**src/sv/hsv2rgb_pkg.sv**
```systemverilog
`timescale 1ns / 1ps

package hsv2rgb_pkg;

    // Channel resolution; all-ones stands for 1.0.
    localparam int unsigned CHANNEL_BITS = 8;
    localparam int unsigned MAXV         = (1 << CHANNEL_BITS) - 1;
    localparam int unsigned HALF_MAXV    = MAXV / 2;

    // Hue geometry in whole degrees.
    localparam int unsigned HUE_BITS       = 9;
    localparam int unsigned FULL_TURN      = 360;
    localparam int unsigned DEG_PER_SECTOR = 60;
    localparam int unsigned HALF_SECTOR    = DEG_PER_SECTOR / 2;
    localparam int unsigned REM_BITS       = 6;

    // Ramp product chroma * (0..60) + 30 fits in RAMP_BITS bits.
    localparam int unsigned RAMP_BITS = CHANNEL_BITS + REM_BITS;

    // Reciprocal of 60 scaled by 2^RAMP_SHIFT; the estimate is at most one low.
    localparam int unsigned RAMP_SHIFT       = RAMP_BITS;
    localparam int unsigned RAMP_RECIP       = (1 << RAMP_SHIFT) / DEG_PER_SECTOR;
    localparam int unsigned RAMP_RECIP_BITS  = CHANNEL_BITS + 1;
    localparam int unsigned RAMP_PROD_BITS   = RAMP_BITS + RAMP_RECIP_BITS;

    // Number of register stages in the datapath.
    localparam int unsigned PIPE_STAGES = 7;

    // Hue sectors, 60 degrees each, starting at red.
    typedef enum logic [2:0] {
        SECTOR_RED_YELLOW   = 3'd0,
        SECTOR_YELLOW_GREEN = 3'd1,
        SECTOR_GREEN_CYAN   = 3'd2,
        SECTOR_CYAN_BLUE    = 3'd3,
        SECTOR_BLUE_MAGENTA = 3'd4,
        SECTOR_MAGENTA_RED  = 3'd5
    } sector_t;

    typedef logic [CHANNEL_BITS-1:0] chan_t;

endpackage

```
**src/sv/hsv_to_rgb_converter_core.sv**
```systemverilog
`timescale 1ns / 1ps

// Channel   Handshake                Payload
// -------   ----------------------   ---------------------------------------------
// input     in_valid / in_ready      hue_degrees[8:0], saturation, brightness_value
// output    out_valid / out_ready    red_level, green_level, blue_level
// config    cfg_valid / cfg_ready    square_output_enable
//
// A request passes through the seven register stages of the datapath, and one
// request is taken every cycle unless an output stall holds in_ready low.
// Reset clears the stage valid bits and the squaring mode; no clearing pass.
// Each stage loads whenever it is empty or the stage after it moves, so an
// output stall fills the bubbles first and only then holds in_ready low.

module hsv_to_rgb_converter_core (
    input  logic                                  clk,
    input  logic                                  rst_n,
    input  logic                                  in_valid,
    output logic                                  in_ready,
    input  logic [hsv2rgb_pkg::HUE_BITS-1:0]      hue_degrees,
    input  logic [hsv2rgb_pkg::CHANNEL_BITS-1:0]  saturation,
    input  logic [hsv2rgb_pkg::CHANNEL_BITS-1:0]  brightness_value,
    output logic                                  out_valid,
    input  logic                                  out_ready,
    output logic [hsv2rgb_pkg::CHANNEL_BITS-1:0]  red_level,
    output logic [hsv2rgb_pkg::CHANNEL_BITS-1:0]  green_level,
    output logic [hsv2rgb_pkg::CHANNEL_BITS-1:0]  blue_level,
    input  logic                                  cfg_valid,
    output logic                                  cfg_ready,
    input  logic                                  square_output_enable
);

    localparam int unsigned B  = hsv2rgb_pkg::CHANNEL_BITS;
    localparam int unsigned NS = hsv2rgb_pkg::PIPE_STAGES;
    localparam int unsigned HB = hsv2rgb_pkg::HUE_BITS;
    localparam int unsigned RB = hsv2rgb_pkg::RAMP_BITS;
    localparam int unsigned PB = hsv2rgb_pkg::RAMP_PROD_BITS;
    localparam int unsigned SH = hsv2rgb_pkg::RAMP_SHIFT;

    // Rounded-down division of a 2B-bit value by MAXV = 2^B - 1.
    // Writing num = a * 2^B + b gives num / MAXV = a + (a + b) / MAXV, so
    // (num + a) >> B is either exact or one low; one compare fixes it.
    function automatic logic [B-1:0] div_maxv(input logic [2*B-1:0] num);
        logic [2*B:0]   sum;
        logic [B-1:0]   q_est;
        logic [2*B:0]   rem_w;
        sum   = {1'b0, num} + {{(B+1){1'b0}}, num[2*B-1:B]};
        q_est = sum[2*B-1:B];
        rem_w = {1'b0, num} - {1'b0, q_est, {B{1'b0}}} + {{(B+1){1'b0}}, q_est};
        return q_est + ((rem_w >= (2*B+1)'(hsv2rgb_pkg::MAXV)) ? B'(1) : B'(0));
    endfunction

    // Stage valid bits and load enables.
    logic [NS-1:0] valid_reg;
    logic [NS-1:0] valid_next;
    logic [NS:0]   adv;

    always_comb
    begin
        adv[NS] = out_ready;
        for (int k = NS - 1; k >= 0; k--)
        begin
            adv[k] = ~valid_reg[k] | adv[k+1];
        end
        valid_next = valid_reg;
        if (adv[0])
        begin
            valid_next[0] = in_valid;
        end
        for (int k = 1; k < NS; k++)
        begin
            if (adv[k])
            begin
                valid_next[k] = valid_reg[k-1];
            end
        end
    end

    assign in_ready  = adv[0];
    assign out_valid = valid_reg[NS-1];
    assign cfg_ready = 1'b1;

    // Squaring mode register.
    logic square_en_reg;
    logic square_en_next;

    always_comb
    begin
        square_en_next = square_en_reg;
        if (cfg_valid)
        begin
            square_en_next = square_output_enable;
        end
    end

    always_ff @(posedge clk or negedge rst_n)
    begin
        if (!rst_n)
        begin
            valid_reg     <= '0;
            square_en_reg <= 1'b0;
        end
        else
        begin
            valid_reg     <= valid_next;
            square_en_reg <= square_en_next;
        end
    end

    // Stage 1: fold hue into one turn and form value * saturation + half.
    logic [HB-1:0]  s1_hue_reg,  s1_hue_next;
    logic [2*B-1:0] s1_prod_reg, s1_prod_next;
    logic [B-1:0]   s1_val_reg,  s1_val_next;

    always_comb
    begin
        if (hue_degrees >= HB'(hsv2rgb_pkg::FULL_TURN))
        begin
            s1_hue_next = hue_degrees - HB'(hsv2rgb_pkg::FULL_TURN);
        end
        else
        begin
            s1_hue_next = hue_degrees;
        end
        s1_prod_next = ((2*B)'(saturation) * (2*B)'(brightness_value))
                       + (2*B)'(hsv2rgb_pkg::HALF_MAXV);
        s1_val_next  = brightness_value;
    end

    // Stage 2: chroma, plus sector and offset within the sector.
    hsv2rgb_pkg::sector_t        s2_sector_reg, s2_sector_next;
    logic [hsv2rgb_pkg::REM_BITS-1:0] s2_rem_reg, s2_rem_next;
    logic [B-1:0]                s2_chroma_reg, s2_chroma_next;
    logic [B-1:0]                s2_val_reg,    s2_val_next;
    logic [HB-1:0]               s2_base;
    logic [HB-1:0]               s2_off;

    always_comb
    begin
        if (s1_hue_reg >= HB'(5 * hsv2rgb_pkg::DEG_PER_SECTOR))
        begin
            s2_sector_next = hsv2rgb_pkg::SECTOR_MAGENTA_RED;
        end
        else if (s1_hue_reg >= HB'(4 * hsv2rgb_pkg::DEG_PER_SECTOR))
        begin
            s2_sector_next = hsv2rgb_pkg::SECTOR_BLUE_MAGENTA;
        end
        else if (s1_hue_reg >= HB'(3 * hsv2rgb_pkg::DEG_PER_SECTOR))
        begin
            s2_sector_next = hsv2rgb_pkg::SECTOR_CYAN_BLUE;
        end
        else if (s1_hue_reg >= HB'(2 * hsv2rgb_pkg::DEG_PER_SECTOR))
        begin
            s2_sector_next = hsv2rgb_pkg::SECTOR_GREEN_CYAN;
        end
        else if (s1_hue_reg >= HB'(hsv2rgb_pkg::DEG_PER_SECTOR))
        begin
            s2_sector_next = hsv2rgb_pkg::SECTOR_YELLOW_GREEN;
        end
        else
        begin
            s2_sector_next = hsv2rgb_pkg::SECTOR_RED_YELLOW;
        end

        s2_base = HB'(s2_sector_next) * HB'(hsv2rgb_pkg::DEG_PER_SECTOR);
        s2_off  = s1_hue_reg - s2_base;
        s2_rem_next    = s2_off[hsv2rgb_pkg::REM_BITS-1:0];
        s2_chroma_next = div_maxv(s1_prod_reg);
        s2_val_next    = s1_val_reg;
    end

    // Stage 3: ramp numerator; odd sectors ramp down.
    logic [RB-1:0]        s3_ramp_reg,   s3_ramp_next;
    logic [B-1:0]         s3_chroma_reg, s3_chroma_next;
    logic [B-1:0]         s3_m_reg,      s3_m_next;
    hsv2rgb_pkg::sector_t s3_sector_reg, s3_sector_next;
    logic [hsv2rgb_pkg::REM_BITS-1:0] s3_k;

    always_comb
    begin
        if (s2_sector_reg[0])
        begin
            s3_k = hsv2rgb_pkg::REM_BITS'(hsv2rgb_pkg::DEG_PER_SECTOR) - s2_rem_reg;
        end
        else
        begin
            s3_k = s2_rem_reg;
        end
        s3_ramp_next   = (RB'(s2_chroma_reg) * RB'(s3_k)) + RB'(hsv2rgb_pkg::HALF_SECTOR);
        s3_chroma_next = s2_chroma_reg;
        s3_m_next      = s2_val_reg - s2_chroma_reg;
        s3_sector_next = s2_sector_reg;
    end

    // Stage 4: quotient estimate of the ramp by 60 through the reciprocal.
    logic [B-1:0]         s4_qest_reg,   s4_qest_next;
    logic [RB-1:0]        s4_ramp_reg,   s4_ramp_next;
    logic [B-1:0]         s4_chroma_reg, s4_chroma_next;
    logic [B-1:0]         s4_m_reg,      s4_m_next;
    hsv2rgb_pkg::sector_t s4_sector_reg, s4_sector_next;
    logic [PB-1:0]        s4_prod;

    always_comb
    begin
        s4_prod        = PB'(s3_ramp_reg) * PB'(hsv2rgb_pkg::RAMP_RECIP);
        s4_qest_next   = s4_prod[SH+B-1:SH];
        s4_ramp_next   = s3_ramp_reg;
        s4_chroma_next = s3_chroma_reg;
        s4_m_next      = s3_m_reg;
        s4_sector_next = s3_sector_reg;
    end

    // Stage 5: correct the ramp quotient, place channels, add the offset.
    hsv2rgb_pkg::chan_t s5_chan_reg  [3];
    hsv2rgb_pkg::chan_t s5_chan_next [3];
    logic [RB-1:0]      s5_rem;
    logic [B-1:0]       s5_x;
    logic [B-1:0]       s5_c;

    always_comb
    begin
        s5_rem = s4_ramp_reg - ((RB'(s4_qest_reg) << 6) - (RB'(s4_qest_reg) << 2));
        s5_x   = s4_qest_reg
                 + ((s5_rem >= RB'(hsv2rgb_pkg::DEG_PER_SECTOR)) ? B'(1) : B'(0));
        s5_c   = s4_chroma_reg;
        case (s4_sector_reg)
            hsv2rgb_pkg::SECTOR_RED_YELLOW:
            begin
                s5_chan_next[0] = s5_c;  s5_chan_next[1] = s5_x;  s5_chan_next[2] = '0;
            end
            hsv2rgb_pkg::SECTOR_YELLOW_GREEN:
            begin
                s5_chan_next[0] = s5_x;  s5_chan_next[1] = s5_c;  s5_chan_next[2] = '0;
            end
            hsv2rgb_pkg::SECTOR_GREEN_CYAN:
            begin
                s5_chan_next[0] = '0;    s5_chan_next[1] = s5_c;  s5_chan_next[2] = s5_x;
            end
            hsv2rgb_pkg::SECTOR_CYAN_BLUE:
            begin
                s5_chan_next[0] = '0;    s5_chan_next[1] = s5_x;  s5_chan_next[2] = s5_c;
            end
            hsv2rgb_pkg::SECTOR_BLUE_MAGENTA:
            begin
                s5_chan_next[0] = s5_x;  s5_chan_next[1] = '0;    s5_chan_next[2] = s5_c;
            end
            default:
            begin
                s5_chan_next[0] = s5_c;  s5_chan_next[1] = '0;    s5_chan_next[2] = s5_x;
            end
        endcase
        for (int i = 0; i < 3; i++)
        begin
            s5_chan_next[i] = s5_chan_next[i] + s4_m_reg;
        end
    end

    // Stage 6: square each channel, with half added for rounding.
    logic [2*B-1:0]     s6_sq_reg    [3];
    logic [2*B-1:0]     s6_sq_next   [3];
    hsv2rgb_pkg::chan_t s6_chan_reg  [3];
    hsv2rgb_pkg::chan_t s6_chan_next [3];

    always_comb
    begin
        for (int i = 0; i < 3; i++)
        begin
            s6_sq_next[i]   = ((2*B)'(s5_chan_reg[i]) * (2*B)'(s5_chan_reg[i]))
                              + (2*B)'(hsv2rgb_pkg::HALF_MAXV);
            s6_chan_next[i] = s5_chan_reg[i];
        end
    end

    // Stage 7: scale the squares back to channel range or pass through.
    hsv2rgb_pkg::chan_t s7_chan_reg  [3];
    hsv2rgb_pkg::chan_t s7_chan_next [3];

    always_comb
    begin
        for (int i = 0; i < 3; i++)
        begin
            if (square_en_reg)
            begin
                s7_chan_next[i] = div_maxv(s6_sq_reg[i]);
            end
            else
            begin
                s7_chan_next[i] = s6_chan_reg[i];
            end
        end
    end

    assign red_level   = s7_chan_reg[0];
    assign green_level = s7_chan_reg[1];
    assign blue_level  = s7_chan_reg[2];

    // Datapath registers load with their stage.
    always_ff @(posedge clk)
    begin
        if (adv[0])
        begin
            s1_hue_reg  <= s1_hue_next;
            s1_prod_reg <= s1_prod_next;
            s1_val_reg  <= s1_val_next;
        end
        if (adv[1])
        begin
            s2_sector_reg <= s2_sector_next;
            s2_rem_reg    <= s2_rem_next;
            s2_chroma_reg <= s2_chroma_next;
            s2_val_reg    <= s2_val_next;
        end
        if (adv[2])
        begin
            s3_ramp_reg   <= s3_ramp_next;
            s3_chroma_reg <= s3_chroma_next;
            s3_m_reg      <= s3_m_next;
            s3_sector_reg <= s3_sector_next;
        end
        if (adv[3])
        begin
            s4_qest_reg   <= s4_qest_next;
            s4_ramp_reg   <= s4_ramp_next;
            s4_chroma_reg <= s4_chroma_next;
            s4_m_reg      <= s4_m_next;
            s4_sector_reg <= s4_sector_next;
        end
        if (adv[4])
        begin
            s5_chan_reg <= s5_chan_next;
        end
        if (adv[5])
        begin
            s6_sq_reg   <= s6_sq_next;
            s6_chan_reg <= s6_chan_next;
        end
        if (adv[6])
        begin
            s7_chan_reg <= s7_chan_next;
        end
    end

endmodule
```
**config.mk**
```make
export PLATFORM = sky130hd
export DESIGN_NAME = hsv_to_rgb_converter_core
export DESIGN_NICKNAME = d
export VERILOG_FILES = /design/src/sv/hsv2rgb_pkg.sv /design/src/sv/hsv_to_rgb_converter_core.sv
export SDC_FILE = /design/constraint.sdc
export NUM_CORES = 1
export LEC_CHECK = 0
export ABC_CLOCK_PERIOD_IN_PS = 5600
export BUFFER_PORTS_ARGS = -buffer_cell sky130_fd_sc_hd__buf_2
export CAP_MARGIN = 20
export CORE_MARGIN = 1.5
export CORE_UTILIZATION = 55
export DETAILED_ROUTE_END_ITERATION = 10
export PLACE_DENSITY = 0.74
export SLEW_MARGIN = 20
export SYNTH_ARGS = -nofsm -noshare
export SYNTH_HDL_FRONTEND = slang
export SYNTH_SLANG_ARGS = --single-unit
```
**constraint.sdc**
```tcl
create_clock -name clk -period 5.6 [get_ports clk]
set_clock_uncertainty 0.15 [all_clocks]
set_input_delay 0.84 -clock clk [delete_from_list [all_inputs] [get_ports clk]]
set_output_delay 0.84 -clock clk [all_outputs]
set_load 0.03 [all_outputs]
```
# After elaboration in Yosys (flattened, before gate mapping)
# Index checks and enable logic that the tools add are counted.
# Widths: inputs -> output; s select.
[classes] bitwise_logic=14 n_mul=7 n_eq_ne=4 n_lt_le_gt_ge=11 n_mux=16 add_sub_neg=31 n_reduce_logical=1
[ops] op="$pmux 24 s5" count=1
[ops] op="$add 17x8->17" count=4
[ops] op="$ge 17x8->1 const B" count=4
[ops] op="$sub 16x16->17" count=4
[ops] op="$add 16x7->16 const B" count=4
[ops] op="$add 16x8->16" count=4
[ops] op="$mul 8x8->16" count=4
[ops] op="$add 8x1->8" count=5
[ops] op="$add 8x8->8" count=3
[ops] op="$mux 8" count=3
[ops] op="$mul 14x9->22 const B" count=1
[ops] op="$ge 9x8->1 const B" count=2
[ops] op="$ge 9x9->1 const B" count=2
[ops] op="$add 14x5->14 const B" count=1
[ops] op="$ge 14x6->1 const B" count=1
[ops] op="$mul 8x6->14" count=1
[ops] op="$sub 14x10->14" count=1
[ops] op="$sub 14x14->14" count=1
[ops] op="$ge 9x6->1 const B" count=1
[ops] op="$ge 9x7->1 const B" count=1
[ops] op="$mux 9" count=1
[ops] op="$sub 9x9->9 const B" count=1
[ops] op="$sub 8x8->8" count=1
[ops] op="$not 1->1" count=7
[ops] op="other kinds (12)" count=26
[word_totals] ff_bits=260 inputBits=31 wordCells=120

# Logic depth before layout (Yosys ltp)
# Gate-level depths: netlist of the first run.
[depth] word_depth=8 mapped_depth=28 depth_no_buf=27

# Worst setup path before layout of the first run
# OpenSTA, ideal clock, no wires.
[synth_timing] path_kind="register -> register" start="register s6_sq_reg[25] (netlist bit)" end="register s7_chan_reg, in the netlist green_level[6] (data pin)" setup_slack_ns=0.262 synth_period_minus_slack_ns=5.338 stages_incl_launch_ff=29 setup_ns=0.270 arrival_ns=4.917 cell_sequence="edfxtp_1 > ha_1 > a31o_2 > a21o_1 > a21oi_1 > nor2b_1 > o21ai_0 > a211o_1 > nand2b_1 > inv_1 > ha_1 > clkbuf_1 > inv_1 > ha_1 > inv_1 > ha_1 > nor2b_1 > o2111ai_1 > nor4b_4 > o31ai_2 > a21oi_1 > mux2_4 > a2111oi_4 > nand4_1 > ha_1 > nand4_1 > nor2_1 > xnor2_1 > a21oi_1"
[synth_rtl] element="start, declared" line="hsv_to_rgb_converter_core.sv:259" rtl="logic [2*B-1:0] s6_sq_reg [3];"
[synth_rtl] element="start signal, assigned" line="hsv_to_rgb_converter_core.sv:334" rtl="s6_sq_reg <= s6_sq_next;"
[synth_rtl] element="end signal, assigned" line="hsv_to_rgb_converter_core.sv:339" rtl="s7_chan_reg <= s7_chan_next;"
[synth_rtl] element="end, declared" line="hsv_to_rgb_converter_core.sv:275" rtl="hsv2rgb_pkg::chan_t s7_chan_reg [3];"

==> results of run 1 <==
[worst max-delay path, stage by stage, from the launching register on]
cell and delay (ns):
sky130_fd_sc_hd__edfxtp_1 0.39, sky130_fd_sc_hd__ha_1 0.29, sky130_fd_sc_hd__a31o_2 0.14, sky130_fd_sc_hd__a21o_1 0.11, sky130_fd_sc_hd__a21oi_1 0.06, sky130_fd_sc_hd__nor2b_1 0.10, sky130_fd_sc_hd__o21ai_1 0.07, sky130_fd_sc_hd__a211o_1 0.32
sky130_fd_sc_hd__nand2b_4 0.20, sky130_fd_sc_hd__nor3_2 0.20, sky130_fd_sc_hd__ha_1 0.28, sky130_fd_sc_hd__inv_1 0.09, sky130_fd_sc_hd__ha_1 0.23, sky130_fd_sc_hd__inv_1 0.08, sky130_fd_sc_hd__ha_2 0.32, sky130_fd_sc_hd__o211ai_1 0.25
sky130_fd_sc_hd__nor2b_2 0.22, sky130_fd_sc_hd__a21oi_2 0.07, sky130_fd_sc_hd__a41o_1 0.29, sky130_fd_sc_hd__nor4_1 0.21, sky130_fd_sc_hd__nor4_1 0.09, sky130_fd_sc_hd__nand4_1 0.16, sky130_fd_sc_hd__ha_2 0.24, sky130_fd_sc_hd__nand3_4 0.10
sky130_fd_sc_hd__nor4_4 0.30, sky130_fd_sc_hd__xnor2_1 0.16, sky130_fd_sc_hd__a21oi_1 0.08
[kinds of logic after synthesis]
logic type,after synthesis,synth area share (%)
buffers and inverters,453,6.51
adders and majority gates,573,32.2
and+or+nand+nor,710,13.2
AOI/OAI and AO/OA,430,10.8
DFF,256,29.2
other,1,0.0143
xor gates and xnor gates,223,7.46
muxes,16,0.669
[final cells by class]
type                            instances  share of cell area, %
Clock buffer                           36                   2.52
Tap cell                              607                   2.54
Clock inverter                         16                  0.536
Sequential cell                       256                   25.6
Timing Repair Buffer                  174                   3.92
Multi-Input combinational cell       1953                   59.7
Inverter                              411                   5.17
[per-stage QoR]
| stage | hold WS (ns) | worst slack, ns |
|---|---|---|
| CTS | 0.266 | 0.000518 |
| finish | 0.263 | 0.126 |
| floorplan | 0.250 | 0.262 |
| detailed placement | 0.255 | -0.150 |
| global placement | 0.251 | 0.0271 |
| global route | 0.273 | -0.159 |
[path summary, 6_finish.rpt]
| check | start | endpoint | slack (ns) | depth (start not counted) |
|---|---|---|---|---|
| max in group asynchronous | rst_n | valid_reg[3] | 4.58 | 2 |
| max reg2reg | s6_sq_reg[41] | red_level[7] | 0.13 | 26 |
| min reg2reg | s1_val_reg[5] | s2_val_reg[5] | 0.26 | 0 |
| min in group asynchronous | rst_n | square_en_reg | 0.52 | 2 |
| min | s1_val_reg[5] | s2_val_reg[5] | 0.26 | 0 |
| max | s6_sq_reg[41] | red_level[7] | 0.13 | 26 |
[routing by layer]
layer | share of wire [%] | up-vias
met4 | 2.0 | 0
met5 | 0 | -
met3 | 2.9 | 89
met1 | 43 | 9376
met2 | 52 | 367
li1 | - | 9451
[cell usage in the layout, fill, tap and decap left out, drive strengths merged, types with 70 or more instances in the layout]
cell type	n
edfxtp	248
nor2	150
o21ai	70
nand2	215
buf	173
xnor2	180
inv	411
a21oi	145
ha	404
and2	78
fa	168
[what timing repair did]
action                                  4_1_cts  5_1_grt
hold buffers                                  1        0
hold endpoints to repair                      8        0
gates resized for setup                      12      197
pin swaps                                     4      102
endpoints found under the setup margin       12       39
buffers inserted                              2       36
==> impl_metrics.xml, run 1 <==
<?xml version="1.0" encoding="UTF-8"?>
<metrics>
  <group name="timing">
    <metric name="fin_crit_sh" unit="%">97.8</metric>
    <metric name="setup-violations-final" unit="">0</metric>
    <metric name="finalWorstPathRequiredPeriod" unit="ns">5.47</metric>
    <metric name="tns" unit="ns">0</metric>
    <metric name="hold_violations" unit="">0</metric>
    <metric name="timing.fmax" unit="GHz">0.183</metric>
    <metric name="rsz0062_at_grt" unit="">true</metric>
    <metric name="slew_viol_final" unit="">0</metric>
    <metric name="timing_worst_slew_pin_value" unit="ns">1.04</metric>
    <metric name="worst_slew_margin_rel" unit="%">30.7</metric>
  </group>
  <group name="routing">
    <metric name="detail_route.wl_per_cell" unit="um">15.9</metric>
    <metric name="avgViaCountPerCell" unit="">5.58</metric>
    <metric name="final_antenna_net_count" unit="">0</metric>
    <metric name="detailedRoute.firstPassIterationCount" unit="">5</metric>
    <metric name="remaining_routing_drc_violations" unit="">0</metric>
    <metric name="route.final.wire_length" unit="um">55000</metric>
    <metric name="vias" unit="">19283</metric>
    <metric name="drtIter0Drc" unit="">1086</metric>
  </group>
  <group name="setup_path">
    <metric name="worst-endpoint-required" unit="ns">5.74</metric>
    <metric name="worst-endpoint-arrival" unit="ns">5.61</metric>
    <metric name="worstPathMaxFanout" unit="">6</metric>
    <metric name="worstSetupStartpointType" unit="">register</metric>
    <metric name="critical_path.endpoint_type" unit="">register</metric>
    <metric name="critical_path_class" unit="">reg -&gt; reg</metric>
  </group>
  <group name="floorplan">
    <metric name="fp-row-count" unit="">79</metric>
    <metric name="initial_core_util" unit="%">56.0</metric>
    <metric name="die_area" unit="um2">48900</metric>
    <metric name="io_pins" unit="">58</metric>
    <metric name="coreArea" unit="um2">46800</metric>
    <metric name="vertical_die_dimension" unit="um">221</metric>
    <metric name="die_outline_width" unit="um">221</metric>
  </group>
  <group name="cells_and_area">
    <metric name="layoutNonFillerInstCount" unit="">3453</metric>
    <metric name="antenna_cells" unit="">0</metric>
    <metric name="layout.nets" unit="">3428</metric>
    <metric name="area_grow_syn2layout" unit="%">14.1</metric>
    <metric name="sequential_area" unit="um2">7650</metric>
    <metric name="largest_register_ff_count" unit="">45</metric>
    <metric name="postLayoutCellArea" unit="um2">29900</metric>
    <metric name="final_util" unit="%">63.9</metric>
    <metric name="drive_above_1_share" unit="%">14.4</metric>
    <metric name="n_fill_cell" unit="">3699</metric>
    <metric name="multi_input_area" unit="um2">17900</metric>
  </group>
  <group name="placement">
    <metric name="gpl.final_weighted_congestion" unit="">0.887</metric>
    <metric name="dpl.hpwl" unit="um">43000</metric>
    <metric name="placed_cell_area" unit="um2">27700</metric>
    <metric name="port_buffers" unit="">56</metric>
    <metric name="placed_cells_incl_taps" unit="">3362</metric>
  </group>
  <group name="clocking">
    <metric name="clk-insertion-delay-late" unit="ns">0.55</metric>
    <metric name="tritoncts.num_buffers" unit="">29</metric>
    <metric name="h-tree-depth" unit="">1</metric>
    <metric name="cts_tree" unit="">yes</metric>
    <metric name="clock_path_buffers" unit="">3</metric>
    <metric name="numClockSinks" unit="">256</metric>
    <metric name="root_buffer" unit="">sky130_fd_sc_hd__clkbuf_16</metric>
    <metric name="clk_transition_reported_paths" unit="ns">0.06</metric>
  </group>
  <group name="job">
    <metric name="cap_violations" unit="">0</metric>
  </group>
  <group name="global_routing">
    <metric name="grtUsageMet3" unit="%">2.03</metric>
    <metric name="grt_overflow" unit="">0</metric>
    <metric name="grt_pass1_wl" unit="um">90200</metric>
    <metric name="grt.busiest_layer" unit="">met2</metric>
    <metric name="grt.met1_usage" unit="%">27.3</metric>
    <metric name="groute.usage.overall" unit="%">21.8</metric>
    <metric name="groute.layer.met2.usage" unit="%">40.6</metric>
    <metric name="first_global_vias" unit="">19501</metric>
    <metric name="antenna_found_initial" unit="">0</metric>
    <metric name="grt_start_max_net_pins" unit="">71</metric>
  </group>
  <group name="yosys">
    <metric name="synth_area_per_cell" unit="um2">9.84</metric>
    <metric name="edff_count_synth" unit="">248</metric>
    <metric name="post_synth_num_cell_types" unit="">78</metric>
    <metric name="synth_common_cells" unit="">sky130_fd_sc_hd__inv_1 (410), sky130_fd_sc_hd__ha_1 (404), sky130_fd_sc_hd__edfxtp_1 (248)</metric>
    <metric name="synthesis.area" unit="um2">26200</metric>
    <metric name="synth_top_cell_by_area" unit="">sky130_fd_sc_hd__edfxtp_1</metric>
    <metric name="postSynthRegisterBits" unit="">256</metric>
    <metric name="synth_seq_area_share" unit="%">29.2</metric>
    <metric name="synth_nets" unit="">3265</metric>
    <metric name="yosys_warnings" unit="">0</metric>
    <metric name="share_of_flip_flops_with_an_asynchronous_set_or_reset_after_synthesis" unit="%">3.13</metric>
    <metric name="synthesis.instances" unit="">2662</metric>
    <metric name="synth_top_area_share" unit="%">28.4</metric>
    <metric name="ys_top_cells_by_area" unit="">sky130_fd_sc_hd__edfxtp_1 (28%), sky130_fd_sc_hd__ha_1 (19%), sky130_fd_sc_hd__fa_1 (13%)</metric>
    <metric name="yosys.cell_count.top_type" unit="">sky130_fd_sc_hd__inv_1</metric>
    <metric name="synth_top_flop_cell" unit="">sky130_fd_sc_hd__edfxtp_1</metric>
  </group>
  <group name="status">
    <metric name="outcome" unit="">finished, final reports clean</metric>
  </group>
  <group name="hold_path">
    <metric name="hold_path_class" unit="">reg -&gt; reg</metric>
  </group>
</metrics>
Power of run 1 is left out: the tool's default activity adds up to more than one toggle a clock period on the data nets, which glitch-free logic cannot reach.
==> run 2, diff against run 1 <==
--- a/config.mk
+++ b/config.mk
@@ -5,13 +5,13 @@
 export SDC_FILE = /design/constraint.sdc
 export NUM_CORES = 1
 export LEC_CHECK = 0
+export ABC_AREA = 1
 export ABC_CLOCK_PERIOD_IN_PS = 5600
 export BUFFER_PORTS_ARGS = -buffer_cell sky130_fd_sc_hd__buf_2
 export CAP_MARGIN = 20
 export CORE_MARGIN = 1.5
-export CORE_UTILIZATION = 55
+export CORE_UTILIZATION = 45
 export DETAILED_ROUTE_END_ITERATION = 10
-export PLACE_DENSITY = 0.74
 export SLEW_MARGIN = 20
 export SYNTH_ARGS = -nofsm -noshare
 export SYNTH_HDL_FRONTEND = slang
==> impl_metrics.xml, run 2 <==
<?xml version="1.0" encoding="UTF-8"?>
<metrics>
  <group name="routing">
    <metric name="detail_route.wl_per_cell" unit="um">13.7</metric>
    <metric name="detailedRoute.firstPassIterationCount" unit="">6</metric>
    <metric name="final_antenna_net_count" unit="">0</metric>
    <metric name="drtIter0Drc" unit="">849</metric>
    <metric name="vias" unit="">20389</metric>
    <metric name="remaining_routing_drc_violations" unit="">0</metric>
    <metric name="avgViaCountPerCell" unit="">4.94</metric>
    <metric name="route.final.wire_length" unit="um">56500</metric>
  </group>
  <group name="floorplan">
    <metric name="vertical_die_dimension" unit="um">250</metric>
    <metric name="io_pins" unit="">58</metric>
    <metric name="coreArea" unit="um2">60200</metric>
    <metric name="die_outline_width" unit="um">250</metric>
    <metric name="die_area" unit="um2">62300</metric>
    <metric name="fp-row-count" unit="">90</metric>
    <metric name="initial_core_util" unit="%">45.4</metric>
  </group>
  <group name="yosys">
    <metric name="synth_area_per_cell" unit="um2">8.36</metric>
    <metric name="ys_top_cells_by_area" unit="">sky130_fd_sc_hd__edfxtp_1 (27%), sky130_fd_sc_hd__ha_1 (18%), sky130_fd_sc_hd__fa_1 (12%)</metric>
    <metric name="synth_common_cells" unit="">sky130_fd_sc_hd__nand2_1 (710), sky130_fd_sc_hd__inv_1 (683), sky130_fd_sc_hd__ha_1 (404)</metric>
    <metric name="yosys.cell_count.top_type" unit="">sky130_fd_sc_hd__nand2_1</metric>
    <metric name="synth_seq_area_share" unit="%">27.9</metric>
    <metric name="synth_top_flop_cell" unit="">sky130_fd_sc_hd__edfxtp_1</metric>
    <metric name="yosys_warnings" unit="">0</metric>
    <metric name="synthesis.area" unit="um2">27400</metric>
    <metric name="edff_count_synth" unit="">248</metric>
    <metric name="synth_nets" unit="">3878</metric>
    <metric name="synth_top_area_share" unit="%">27.2</metric>
    <metric name="post_synth_num_cell_types" unit="">61</metric>
    <metric name="postSynthRegisterBits" unit="">256</metric>
    <metric name="share_of_flip_flops_with_an_asynchronous_set_or_reset_after_synthesis" unit="%">3.13</metric>
    <metric name="synthesis.instances" unit="">3275</metric>
    <metric name="synth_top_cell_by_area" unit="">sky130_fd_sc_hd__edfxtp_1</metric>
  </group>
  <group name="cells_and_area">
    <metric name="antenna_cells" unit="">0</metric>
    <metric name="layout_commonest_cell" unit="">sky130_fd_sc_hd__nand2_1</metric>
    <metric name="layout.nets" unit="">3927</metric>
    <metric name="layout_common_cells" unit="">sky130_fd_sc_hd__nand2_1 (710), sky130_fd_sc_hd__inv_1 (681), sky130_fd_sc_hd__ha_1 (404), sky130_fd_sc_hd__edfxtp_1 (248), sky130_fd_sc_hd__nor2_1 (195)</metric>
    <metric name="area_grow_syn2layout" unit="%">8.10</metric>
    <metric name="largest_register_ff_count" unit="">45</metric>
    <metric name="drive_above_1_share" unit="%">4.69</metric>
    <metric name="postLayoutCellArea" unit="um2">29600</metric>
    <metric name="n_fill_cell" unit="">5795</metric>
  </group>
  <group name="timing">
    <metric name="hold_violations" unit="">0</metric>
    <metric name="slew_viol_final" unit="">0</metric>
    <metric name="finalWorstPathRequiredPeriod" unit="ns">5.15</metric>
    <metric name="fin_crit_sh" unit="%">92.0</metric>
    <metric name="timing_worst_slew_pin_value" unit="ns">1.01</metric>
    <metric name="tns" unit="ns">0</metric>
    <metric name="post-route-worst-setup-slack" unit="ns">0.449</metric>
    <metric name="rsz0062_at_grt" unit="">false</metric>
    <metric name="worst_slew_margin_rel" unit="%">32.8</metric>
    <metric name="timing.fmax" unit="GHz">0.194</metric>
    <metric name="setup-violations-final" unit="">0</metric>
  </group>
  <group name="placement">
    <metric name="gpl.final_weighted_congestion" unit="">0.910</metric>
    <metric name="worst_slack_placed" unit="ns">0.413</metric>
    <metric name="port_buffers" unit="">56</metric>
    <metric name="dpl.hpwl" unit="um">46800</metric>
    <metric name="placed_cell_area" unit="um2">28500</metric>
  </group>
  <group name="clocking">
    <metric name="cts.repair_timing.setup_buffer_count" unit="">0</metric>
    <metric name="tritoncts.num_buffers" unit="">31</metric>
    <metric name="root_buffer" unit="">sky130_fd_sc_hd__clkbuf_16</metric>
    <metric name="cts_tree" unit="">yes</metric>
    <metric name="h-tree-depth" unit="">1</metric>
    <metric name="clk_transition_reported_paths" unit="ns">0.06</metric>
    <metric name="clock_path_buffers" unit="">3</metric>
    <metric name="numClockSinks" unit="">256</metric>
    <metric name="clk-insertion-delay-late" unit="ns">0.57</metric>
  </group>
  <group name="global_routing">
    <metric name="grt_pass1_wl" unit="um">96300</metric>
    <metric name="first_global_vias" unit="">20156</metric>
    <metric name="grt_start_max_net_pins" unit="">71</metric>
    <metric name="grt_overflow" unit="">0</metric>
    <metric name="antenna_found_initial" unit="">1</metric>
    <metric name="groute.usage.overall" unit="%">18.5</metric>
  </group>
  <group name="setup_path">
    <metric name="worstSetupStartpointType" unit="">register</metric>
    <metric name="worst-endpoint-required" unit="ns">5.76</metric>
    <metric name="critical_path.endpoint_type" unit="">register</metric>
    <metric name="worstPathMaxFanout" unit="">9</metric>
    <metric name="critical_path_class" unit="">reg -&gt; reg</metric>
    <metric name="worst-endpoint-arrival" unit="ns">5.31</metric>
  </group>
  <group name="job">
    <metric name="cap_violations" unit="">0</metric>
  </group>
  <group name="status">
    <metric name="outcome" unit="">finished, final reports clean</metric>
  </group>
  <group name="hold_path">
    <metric name="hold_path_class" unit="">reg -&gt; reg</metric>
  </group>
</metrics>
## run 2: cells by family (layout without fill, tap and decap cells)
group,Yosys count,count (layout),share of synthesized area (%)
adders and majority gates,572,572,30.7
AOI/OAI and AO/OA,375,375,7.78
xor gates and xnor gates,173,173,5.53
and+or+nand+nor,1157,1157,17.7
muxes,2,2,0.0822
buffers and inverters,739,813,10.2
other,1,1,0.0137
DFF,256,256,27.9
## run 2: what timing repair did
item                                   4_1_cts  5_1_grt
setup endpoints to repair                    0        5
resized for setup                            0        4
hold buffers                                 1        0
endpoints found under the hold margin        6        0
## run 2: stage by stage
step	utilization (%)	std cells	hold slack, ns
2_1_floorplan	-	3275	0.250
3_3_place_gp	47.3	4072	0.251
3_5_place_dp	47.3	4072	0.255
4_1_cts	49.1	4131	0.264
5_1_grt	49.1	4131	0.269
6_report	49.1	4131	0.265
## run 2: path summary, 6_finish.rpt
path	start	to	slack (ns)	cells past startpoint
setup reg to reg	s2_rem_reg[0]	s3_ramp_reg[11]	0.45	19
min in group asynchronous	rst_n	valid_reg[0]	0.56	2
hold reg to reg	s3_chroma_reg[7]	s4_chroma_reg[7]	0.26	0
hold / removal	s3_chroma_reg[7]	s4_chroma_reg[7]	0.26	0
setup / recovery	s2_rem_reg[0]	s3_ramp_reg[11]	0.45	19
max in group asynchronous	rst_n	square_en_reg	4.47	2
## run 2: routing by layer
| metal | up-vias | part of all wire [%] | global-route usage [%] |
|---|---|---|---|
| li1 | 10649 | - | - |
| met1 | 9373 | 47 | 23.9 |
| met2 | 297 | 48 | 33.1 |
| met3 | 68 | 3.2 | 2.02 |
| met4 | 2 | 2.0 | 3.97 |
| met5 | - | 0.023 | 0 |
## run 2: final cells by class
cell class | count | area [um2] | area share (%)
Clock inverter | 19 | 238 | 0.803
Timing Repair Buffer | 63 | 335 | 1.13
Inverter | 692 | 2610 | 8.81
Clock buffer | 39 | 836 | 2.82
Tap cell | 782 | 978 | 3.31
Sequential cell | 256 | 7650 | 25.8
Multi-Input combinational cell | 2280 | 17000 | 57.3
## run 2: critical path, cell delays in order (launching register included)
cell and delay [ns]:
sky130_fd_sc_hd__edfxtp_1 0.54, sky130_fd_sc_hd__inv_1 0.11, sky130_fd_sc_hd__ha_1 0.29, sky130_fd_sc_hd__inv_1 0.03, sky130_fd_sc_hd__nand2_1 0.04, sky130_fd_sc_hd__o21ai_0 0.32
sky130_fd_sc_hd__inv_1 0.21, sky130_fd_sc_hd__nand2_1 0.08, sky130_fd_sc_hd__fa_1 0.50, sky130_fd_sc_hd__inv_1 0.04, sky130_fd_sc_hd__ha_1 0.29, sky130_fd_sc_hd__fa_1 0.51
sky130_fd_sc_hd__fa_1 0.49, sky130_fd_sc_hd__ha_1 0.39, sky130_fd_sc_hd__nand3_1 0.09, sky130_fd_sc_hd__nand2_1 0.14, sky130_fd_sc_hd__a21boi_1 0.11, sky130_fd_sc_hd__o21ai_0 0.26
sky130_fd_sc_hd__a31oi_1 0.14, sky130_fd_sc_hd__xor2_1 0.16
Power of run 2 is left out for the same reason.
==> run 3, diff against run 2 <==
--- a/config.mk
+++ b/config.mk
@@ -6,7 +6,7 @@
 export NUM_CORES = 1
 export LEC_CHECK = 0
 export ABC_AREA = 1
-export ABC_CLOCK_PERIOD_IN_PS = 5600
+export ABC_CLOCK_PERIOD_IN_PS = 6200
 export BUFFER_PORTS_ARGS = -buffer_cell sky130_fd_sc_hd__buf_2
 export CAP_MARGIN = 20
 export CORE_MARGIN = 1.5
==> constraint.sdc (replaced) <==
create_clock -name clk -period 6.2 [get_ports clk]
set_clock_uncertainty 0.15 [all_clocks]
set_input_delay 0.93 -clock clk [delete_from_list [all_inputs] [get_ports clk]]
set_output_delay 0.93 -clock clk [all_outputs]
set_load 0.03 [all_outputs]
==> impl_metrics.xml, run 3 (same netlist as run 2, synthesis figures left out) <==
<?xml version="1.0" encoding="UTF-8"?>
<metrics>
  <group name="status">
    <metric name="outcome" unit="">finished, final reports clean</metric>
  </group>
  <group name="placement">
    <metric name="dpl.hpwl" unit="um">46400</metric>
    <metric name="port_buffers" unit="">56</metric>
    <metric name="gpl.final_weighted_congestion" unit="">0.892</metric>
  </group>
  <group name="global_routing">
    <metric name="grt_overflow" unit="">0</metric>
    <metric name="groute.usage.overall" unit="%">18.5</metric>
    <metric name="antenna_found_initial" unit="">0</metric>
    <metric name="grt_start_max_net_pins" unit="">71</metric>
    <metric name="first_global_vias" unit="">20198</metric>
    <metric name="grt_pass1_wl" unit="um">96500</metric>
  </group>
  <group name="timing">
    <metric name="tns" unit="ns">0</metric>
    <metric name="rsz0062_at_grt" unit="">false</metric>
    <metric name="worst_slew_margin_rel" unit="%">37.1</metric>
    <metric name="finalWorstPathRequiredPeriod" unit="ns">5.29</metric>
    <metric name="setup-violations-final" unit="">0</metric>
    <metric name="fin_crit_sh" unit="%">85.3</metric>
    <metric name="timing.fmax" unit="GHz">0.189</metric>
    <metric name="slew_viol_final" unit="">0</metric>
    <metric name="hold_violations" unit="">0</metric>
    <metric name="timing_worst_slew_pin_value" unit="ns">0.937</metric>
  </group>
  <group name="floorplan">
    <metric name="initial_core_util" unit="%">45.4</metric>
    <metric name="io_pins" unit="">58</metric>
    <metric name="die_area" unit="um2">62300</metric>
    <metric name="fp-row-count" unit="">90</metric>
    <metric name="coreArea" unit="um2">60200</metric>
    <metric name="vertical_die_dimension" unit="um">250</metric>
    <metric name="die_outline_width" unit="um">250</metric>
  </group>
  <group name="clocking">
    <metric name="cts_repair_resize_count" unit="">0</metric>
    <metric name="cts_tree" unit="">yes</metric>
    <metric name="holdBufCountCts" unit="">0</metric>
    <metric name="clk_transition_reported_paths" unit="ns">0.07</metric>
    <metric name="numClockSinks" unit="">256</metric>
    <metric name="root_buffer" unit="">sky130_fd_sc_hd__clkbuf_16</metric>
    <metric name="h-tree-depth" unit="">1</metric>
    <metric name="tritoncts.num_buffers" unit="">31</metric>
    <metric name="clock_path_buffers" unit="">3</metric>
    <metric name="cts.repair_timing.setup_buffer_count" unit="">0</metric>
    <metric name="clk-insertion-delay-late" unit="ns">0.57</metric>
  </group>
  <group name="job">
    <metric name="cap_violations" unit="">0</metric>
  </group>
  <group name="cells_and_area">
    <metric name="layout.nets" unit="">3927</metric>
    <metric name="layout_common_cells" unit="">sky130_fd_sc_hd__nand2_1 (710), sky130_fd_sc_hd__inv_1 (681), sky130_fd_sc_hd__ha_1 (404), sky130_fd_sc_hd__edfxtp_1 (248), sky130_fd_sc_hd__nor2_1 (197)</metric>
    <metric name="antenna_cells" unit="">0</metric>
    <metric name="largest_register_ff_count" unit="">45</metric>
    <metric name="area_grow_syn2layout" unit="%">8.20</metric>
    <metric name="drive_above_1_share" unit="%">4.66</metric>
    <metric name="layout_commonest_cell" unit="">sky130_fd_sc_hd__nand2_1</metric>
  </group>
  <group name="setup_path">
    <metric name="critical_path.endpoint_type" unit="">register</metric>
    <metric name="slowest_delay" unit="ns">0.48</metric>
    <metric name="critical_path_class" unit="">reg -&gt; reg</metric>
    <metric name="crit_top_cell" unit="">sky130_fd_sc_hd__nor2_1</metric>
    <metric name="worstPathMaxFanout" unit="">6</metric>
    <metric name="worstSetupStartpointType" unit="">register</metric>
    <metric name="regToRegSetupSlack" unit="ns">0.91</metric>
    <metric name="worst-endpoint-required" unit="ns">6.36</metric>
    <metric name="cp_slowest_cell" unit="">sky130_fd_sc_hd__edfxtp_1</metric>
    <metric name="worst-endpoint-arrival" unit="ns">5.45</metric>
  </group>
  <group name="hold_path">
    <metric name="hold_path_class" unit="">in -&gt; async</metric>
  </group>
  <group name="routing">
    <metric name="avgViaCountPerCell" unit="">4.92</metric>
    <metric name="drtIter0Drc" unit="">824</metric>
    <metric name="vias" unit="">20331</metric>
    <metric name="final_antenna_net_count" unit="">0</metric>
    <metric name="detailedRoute.firstPassIterationCount" unit="">5</metric>
    <metric name="remaining_routing_drc_violations" unit="">0</metric>
    <metric name="route.final.wire_length" unit="um">56000</metric>
    <metric name="detail_route.wl_per_cell" unit="um">13.5</metric>
  </group>
</metrics>
## run 3: final cells by class
| cell class | count | area (um2) |
|---|---|---|
| well taps | 782 | 978 |
| clock inverters | 26 | 349 |
| multi-input cells | 2280 | 16900 |
| fillers | 5814 | 30600 |
| clock buffers | 32 | 779 |
| inverters | 692 | 2600 |
| repair buffers | 63 | 333 |
| flip-flops and latches | 256 | 7650 |
## run 3: final timing paths
| check | endpoint | depth (start not counted) | startpoint |
|---|---|---|---|
| max | green_level[6] | 30 | s6_sq_reg[29] |
| min | valid_reg[0] | 1 | rst_n |
| max reg2reg | green_level[6] | 30 | s6_sq_reg[29] |
| min reg2reg | s4_m_reg[4] | 0 | s3_m_reg[4] |
| max in group asynchronous | valid_reg[6] | 1 | rst_n |
| min in group clk | s4_m_reg[4] | 0 | s3_m_reg[4] |
## run 3: routing by layer
| metal | track usage, % | vias to the layer above | wire [um] | share of wire (%) |
|---|---|---|---|---|
| li1 | - | 10651 | - | - |
| met1 | 24.5 | 9356 | 26400 | 47 |
| met2 | 32.7 | 256 | 26900 | 48 |
| met3 | 1.92 | 68 | 1560 | 2.8 |
| met4 | 3.69 | 0 | 1040 | 1.8 |
| met5 | 0 | - | 0 | 0 |
## run 3: per-stage QoR
stage / setup slack, ns / cells / hold slack (ns) / utilization, % / area, um2
after floorplan: 0.370 / 3275 / 0.250 / - / 27400
after global placement: 0.950 / 4073 / 0.250 / 47.3 / 28500
after detailed placement: 0.929 / 4073 / 0.255 / 47.3 / 28500
after CTS: 0.907 / 4131 / 0.0739 / 49.2 / 29600
after global routing: 0.299 / 4131 / 0.0943 / 49.2 / 29600
final: 0.913 / 4131 / 0.102 / 49.2 / 29600
## run 3: critical path: cells and delay by family, from the launching register on
family | cells | cell delay (ns)
DFF | 1 | 0.48
AOI/OAI and AO/OA | 4 | 0.81
adders and majority gates | 5 | 1.48
buffers and inverters | 4 | 0.23
and+or+nand+nor | 16 | 1.71
xor gates and xnor gates | 1 | 0.15
Power of run 3 is left out for the same reason.
